--- config.mk ---
export PLATFORM = sky130hd
export DESIGN_NAME = rrjt_ram
export DESIGN_NICKNAME = d
export VERILOG_FILES = /design/src/hw/rtl/rrjt_ram.sv
export SDC_FILE = /design/constraint.sdc
export NUM_CORES = 1
export LEC_CHECK = 0
export BUFFER_PORTS_ARGS = -buffer_cell sky130_fd_sc_hd__buf_2
export CAP_MARGIN = 20
export CORE_UTILIZATION = 36
export DETAILED_ROUTE_END_ITERATION = 6
export GPL_ROUTABILITY_DRIVEN = 0
export PLACE_DENSITY = 0.54
export SYNTH_ARGS = -nofsm -noshare
export SYNTH_HDL_FRONTEND = slang
export SYNTH_SLANG_ARGS = --single-unit
--- constraint.sdc ---
create_clock -name clock -period 6.27 [get_ports clock]
set_clock_uncertainty 0.2 [all_clocks]
set_input_delay 1.254 -clock clock [delete_from_list [all_inputs] [get_ports clock]]
set_output_delay 1.254 -clock clock [all_outputs]
set_load 0.005 [all_outputs]
--- src/hw/rtl/rrjt_ram.sv ---
// Generic simple dual port RAM: one write port, one read port, registered read.
// No dependencies.
`default_nettype none
module rrjt_ram #(
   parameter int WIDTH = 8,
   parameter int DEPTH = 16
) (
   input  wire logic                     clock,
   input  wire logic                     wr_en,
   input  wire logic [$clog2(DEPTH)-1:0] wr_addr,
   input  wire logic [WIDTH-1:0]         wr_data,
   input  wire logic                     rd_en,
   input  wire logic [$clog2(DEPTH)-1:0] rd_addr,
   output logic      [WIDTH-1:0]         rd_data
);

   logic [WIDTH-1:0] mem [DEPTH];

   always_ff @(posedge clock) begin
      if (wr_en) begin
         mem[wr_addr] <= wr_data;
      end
      if (rd_en) begin
         rd_data <= mem[rd_addr];
      end
   end

endmodule
`default_nettype wire

==> results of run 1 <==
## through the flow
step                      utilization, %  hold WS (ns)  setup WS [ns]
final                               43.4         0.545           3.23
after detailed placement            39.4         0.535           2.56
after floorplan                        -         0.505           3.32
after global placement              39.4         0.531           2.57
after CTS                           43.3         0.549           3.01
after global routing                43.4         0.581           3.11
## placed cells by master, fill, tap and decap left out, drive strengths merged
cell type and n:
mux4 32, nor3 4, nand3b 2, clkinv 6, nand3 1, edfxtp 136, or3b 1, buf 31
nand2 9, clkinvlp 3, a22oi 16, nand2b 2, bufinv 2, and2 1, clkbuf 21, and2b 1
nor2b 1, nor2 13
## final timing paths
check / startpoint / to / depth (start not counted)
min: mem[14][7]$_DFFE_PP_ / rd_data[7]$_DFFE_PP_ / 3
max reg2reg: mem[2][2]$_DFFE_PP_ / rd_data[2]$_DFFE_PP_ / 3
max: rd_addr[0] / rd_data[2]$_DFFE_PP_ / 5
min reg2reg: mem[14][7]$_DFFE_PP_ / rd_data[7]$_DFFE_PP_ / 3
## metal layers
layer / routed length [µm] / up-vias
met3: 571 / 11
met2: 4450 / 84
met4: 127 / 0
met1: 4880 / 1251
met5: 0 / -
li1: - / 1059
## state kept, by name (all words and copies together) (netlist names)
name	count
mem	128
rd_data	8
## cells by family after synthesis
group	count (synthesis)
muxes	32
buffers and inverters	10
and+or+nand+nor	35
AOI/OAI and AO/OA	16
DFF	136
## power by group through the flow
stage / Sequential (mW) / Clock (mW) / Combinational, mW
floorplan: 1.05 / 0 / 0.0517
global placement: 1.05 / 0 / 0.0893
detailed placement: 1.05 / 0 / 0.0905
CTS: 1.03 / 0.935 / 0.0906
global route: 1.03 / 0.971 / 0.0992
finish: 1.03 / 0.916 / 0.0907
## layout make-up
| cell class | instances | share of cell area, % |
|---|---|---|
| Sequential cell | 136 | 66.9 |
| Clock buffer | 21 | 7.22 |
| Tap cell | 180 | 3.69 |
| Multi-Input combinational cell | 83 | 17.3 |
| Clock inverter | 11 | 1.74 |
| Timing Repair Buffer | 31 | 3.08 |
## critical path, cell delays in order
cell and delay, ns:
buf_2 0.48, buf_16 0.25, mux4_1 0.60, a22oi_1 0.31, nand2_1 0.09
==> summary.md, run 1 <==
| Metric | Value |
|---|---|
| Total power | 2.04 mW |
| CTS tree | done |
| Gate power share | 4.5% |
| Initial antenna violation count | 0 |
| Switching power | 398 µW |
| Core area | 14,000 µm² |
| FF+latch count, synth | 136 |
| Power Dens Cells | 334 nW/µm² |
| Multiplexer share of the synthesized area | 14.8% |
| Sw Ratio | 19.5% |
| Fraction of the mapped netlist area in adder cells | 0% |
| Clock network power share | 45.0% |
| Pin count of the biggest net entering global routing | 33 |
| Largest area contributor in the netlist | edfxtp_1 |
| Syn Area/Cell | 22.8 µm² |
| Grt met2 use | 21.1% |
| Max_cap viols | 0 |
| ANT nets after route | 0 |
| Multi-input gate area | 1060 µm² |
| EDFF count, synth | 136 |
| FILL cells | 1,189 |
| CTS clk-pin slew, worst paths | 0.05 ns |
| Layout Cells excl Fill | 462 |
| Drt via density | 5.21 |
| Worst skew pair latency | 0.41 ns |
| Worst Setup Start Kind | primary input |
| Synth Area in Compound Gates | 2.30% |
| Status | completed |
| Sequential area share after synthesis | 78.1% |
| Fraction of registers with async set/reset | 0% |
| Synth Instances | 229 |
| Hold Path Class | flop to flop |
| Via count | 2,405 |
| P&R area growth vs syn | 16.7% |
| Layout Nets | 288 |
| Vert. Die Dim | 123 µm |
| DRT Pass-1 Iters | 4 |
| Diode count | 0 |
| Post-CTS resize count | 0 |
| Min Tclk post-route | 3.04 ns |
| Synth Area in XOR/XNOR | 0% |
| Area contributors post-synth | edfxtp_1 78%, mux4_2 7.8%, mux4_1 7.0%, a22oi_1 2.3%, nor2_1 0.93% |
| Syn. warnings | 0 |
| Critical path type | primary input to flop |
| Commonest cells post-synth | 136 x edfxtp_1, 18 x mux4_2, 16 x a22oi_1 |
| Die area | 15,000 µm² |
| Synth Cell Area | 5230 µm² |
| Final HPWL DP | 6.25 mm |
| Peak Freq | 329 MHz |
| Post-CTS Setup Inserts | 0 |
| Root buf cell | clkbuf_16 |
| IO buf count | 26 |
| Cts bufs inserted | 17 |
| Row cnt | 43 |
| Initial DRC Count | 151 |
| Syn Nets | 248 |
| GRT Total Usage | 15.1% |
| Maximum clock insertion buffer count | 2 |
| Unrepaired setup endpoints after global routing | false |
| Global Route met1 Usage | 21.9% |
| R2r setup slk | 4.54 ns |
| Worst-margin pin slew | 0.929 ns |
| Tcrit/Tclk final | 48.4% |
| Worst EP required | 6.23 ns |
| Seq pwr share | 50.6% |
| Netlist cell types | 18 |
| GRT busiest layer | met1 |
| Leakage | 2.00 nW |
| Synth Flop Type | edfxtp_1 |
| Setup Viol. Count Final | 0 |
| Worst Setup End Kind | flop |
| Post-placement cell area | 5530 µm² |
| Critical path data arrival time | 2.99 ns |
| Sequential cell area | 4080 µm² |
| Initial Util | 37.2% |
| Hold_buf cts | 0 |
| GRT met3 Usage | 4.74% |
| Synth Area in Simple Gates | 3.14% |
| Cell count after placement | 429 |
| Setup TNS | 0 ns |
| Post-synth top area share | 78.1% |
| Largest family of logic cells by synthesized area | multiplexers |
| WL/cell | 21.7 µm |
| Remaining Overflow, GRT | 0 |
| Clock sinks | 136 |
| Ports | 27 |
| Layout cells sized above 1 | 25.9% |
| Residual DRC | 0 |
| Vias in the first global route | 2,498 |
| Global-route wire length before repair | 15.3 mm |
| Top-count cell post-synth | edfxtp_1 |
| Finished Cell Area | 6100 µm² |
| Crit-path max FO | 17 |
| CTS H-tree lvls | 4 |
| Final Hold Fails | 0 |
| Routed wire length | 10.0 mm |
| Worst slew margin relative to its limit | 37.8% |
| Final Max Tran Viols | 0 |
| Peak VDD IR | 0.000221 V |
| P_int | 1.64 mW |
| Die width | 123 µm |
No activity file was read; power rests on OpenSTA's default activity.
==> run 2, diff against run 1 <==
clock period = 2.8 ns   (was 6.27 ns; I/O delays follow)
==> run 2 against run 1 <==
- via count is 3.4% higher
- sequential power rose by 120%
- wire length increased by 1.7%
- total power increased by 120%
- utilization increased by 0.58 points
- cell area increased by 1.3%
- worst hold slack worse by 0.21 ns
==> summary.md, run 2 (synthesis results as in run 1) <==
| Metric | Value |
|---|---|
| Leakage | 2.07 nW |
| Post-CTS resize count | 0 |
| Cts bufs inserted | 17 |
| Unrepaired setup endpoints after global routing | false |
| Worst-margin pin slew | 0.607 ns |
| Clock sinks | 136 |
| Worst Setup End Kind | flop |
| Min Tclk post-route | 2.13 ns |
| Final HPWL DP | 6.56 mm |
| Cell count after placement | 446 |
| Initial DRC Count | 288 |
| Total power | 4.44 mW |
| Pin count of the biggest net entering global routing | 33 |
| Sequential cell area | 4080 µm² |
| Final Hold Fails | 0 |
| Ports | 27 |
| IO buf count | 26 |
| Peak Freq | 470 MHz |
| ANT nets after route | 0 |
| WL/cell | 21.4 µm |
| Routed wire length | 10.2 mm |
| CTS tree | done |
| Remaining Overflow, GRT | 0 |
| Biggest regs | mem x128, rd_data x8 |
| Via count | 2,487 |
| Initial antenna violation count | 0 |
| Worst EP required | 2.74 ns |
| Residual DRC | 0 |
| DRT Pass-1 Iters | 4 |
| Initial Util | 37.2% |
| Peak VDD IR | 0.000586 V |
| Critical Path, Cell by Cell | buf_2 -> buf_12 -> mux4_1 -> a22oi_1 -> nand2_1 |
| Slowest cell delay on critical path | 0.59 ns |
| Die area | 15,000 µm² |
| Root buf cell | clkbuf_16 |
| Top reg by flops | mem |
| Vias in the first global route | 2,621 |
| Largest register FFs | 128 |
| Core area | 14,000 µm² |
| Critical path data arrival time | 2.07 ns |
| Commonest non-fill, non-tap cell in the layout | edfxtp_1 |
| Most frequent cells in the layout | 136 x edfxtp_1, 26 x buf_2, 19 x buf_4 |
| Worst slew margin relative to its limit | 59.4% |
| Max_cap viols | 0 |
| CTS H-tree lvls | 4 |
| Maximum clock insertion buffer count | 2 |
| Hold Path Class | primary input to flop |
| Tcrit/Tclk final | 75.9% |
| FILL cells | 1,203 |
| Diode count | 0 |
| Multi-input gate area | 1060 µm² |
| Die width | 123 µm |
| Setup TNS | 0 ns |
| Layout Nets | 304 |
| Crit-path max FO | 26 |
| Layout cells sized above 1 | 29.1% |
| Setup Viol. Count Final | 0 |
| Critical path type | primary input to flop |
| Vert. Die Dim | 123 µm |
| Hold_buf cts | 0 |
| Power Dens Cells | 718 nW/µm² |
| GRT Total Usage | 15.4% |
| Drt via density | 5.22 |
| Worst skew pair latency | 0.41 ns |
| Row cnt | 43 |
| CTS clk-pin slew, worst paths | 0.05 ns |
| Final Max Tran Viols | 0 |
| Status | completed |
| Global-route wire length before repair | 15.8 mm |
| P&R area growth vs syn | 18.3% |
| CP max stage cell | mux4_1 |
| Post-CTS Setup Inserts | 0 |
| Layout Cells excl Fill | 476 |
| Worst Setup Start Kind | primary input |
[run 2: cell types whose count changed in the layout (fill, tap and decap cells not counted), sizes merged]
| cell | delta |
|---|---|
| bufinv | -1 |
| buf | +16 |
| clkbuf | +2 |
| clkinvlp | -3 |
[run 2: layer usage]
metal	global-route usage (%)	up-vias	part of all wire, %
met3	5.25	7	4.6
met2	23.0	70	46
met4	4.12	0	0.61
li1	-	1087	-
met5	0	-	0
met1	21.6	1323	48
[run 2: worst paths after layout]
kind,start,endpoint,slack [ns],cells past startpoint
max,rd_addr[0],rd_data[2]$_DFFE_PP_,0.67,5
min,rd_en,rd_data[1]$_DFFE_PP_,0.33,1
max reg2reg,mem[1][1]$_DFFE_PP_,rd_data[1]$_DFFE_PP_,1.01,3
min reg2reg,mem[14][1]$_DFFE_PP_,rd_data[1]$_DFFE_PP_,0.54,3
[run 2: area by class of cell]
class	count	area share [%]
repair buffers	47	5.06
clock inverters	7	0.891
clock buffers	23	7.25
flip-flops and latches	136	66.1
multi-input cells	83	17.1
well taps	180	3.64
[run 2: power by group]
| part | internal (mW) | total (mW) | switching, mW |
|---|---|---|---|
| clock | 1.19 | 1.92 | 0.725 |
| combinational | 0.0906 | 0.212 | 0.122 |
| sequential | 2.30 | 2.31 | 0.0108 |
[run 2: metrics by stage]
step	hold slack (ns)	utilization (%)	instance area, µm²	setup WS (ns)
4_1_cts	0.328	44.0	6180	0.675
3_5_place_dp	0.533	40.4	5680	0.235
6_report	0.332	44.0	6180	0.675
3_3_place_gp	0.525	40.4	5680	0.267
5_1_grt	0.321	44.0	6180	0.615
2_1_floorplan	0.459	-	5230	0.547
[run 2: worst max-delay path, delay by kind of cell]
family	cells	cell delay, ns
mux	1	0.59
compound gates	1	0.32
buf+inv	2	0.48
simple gates	1	0.11
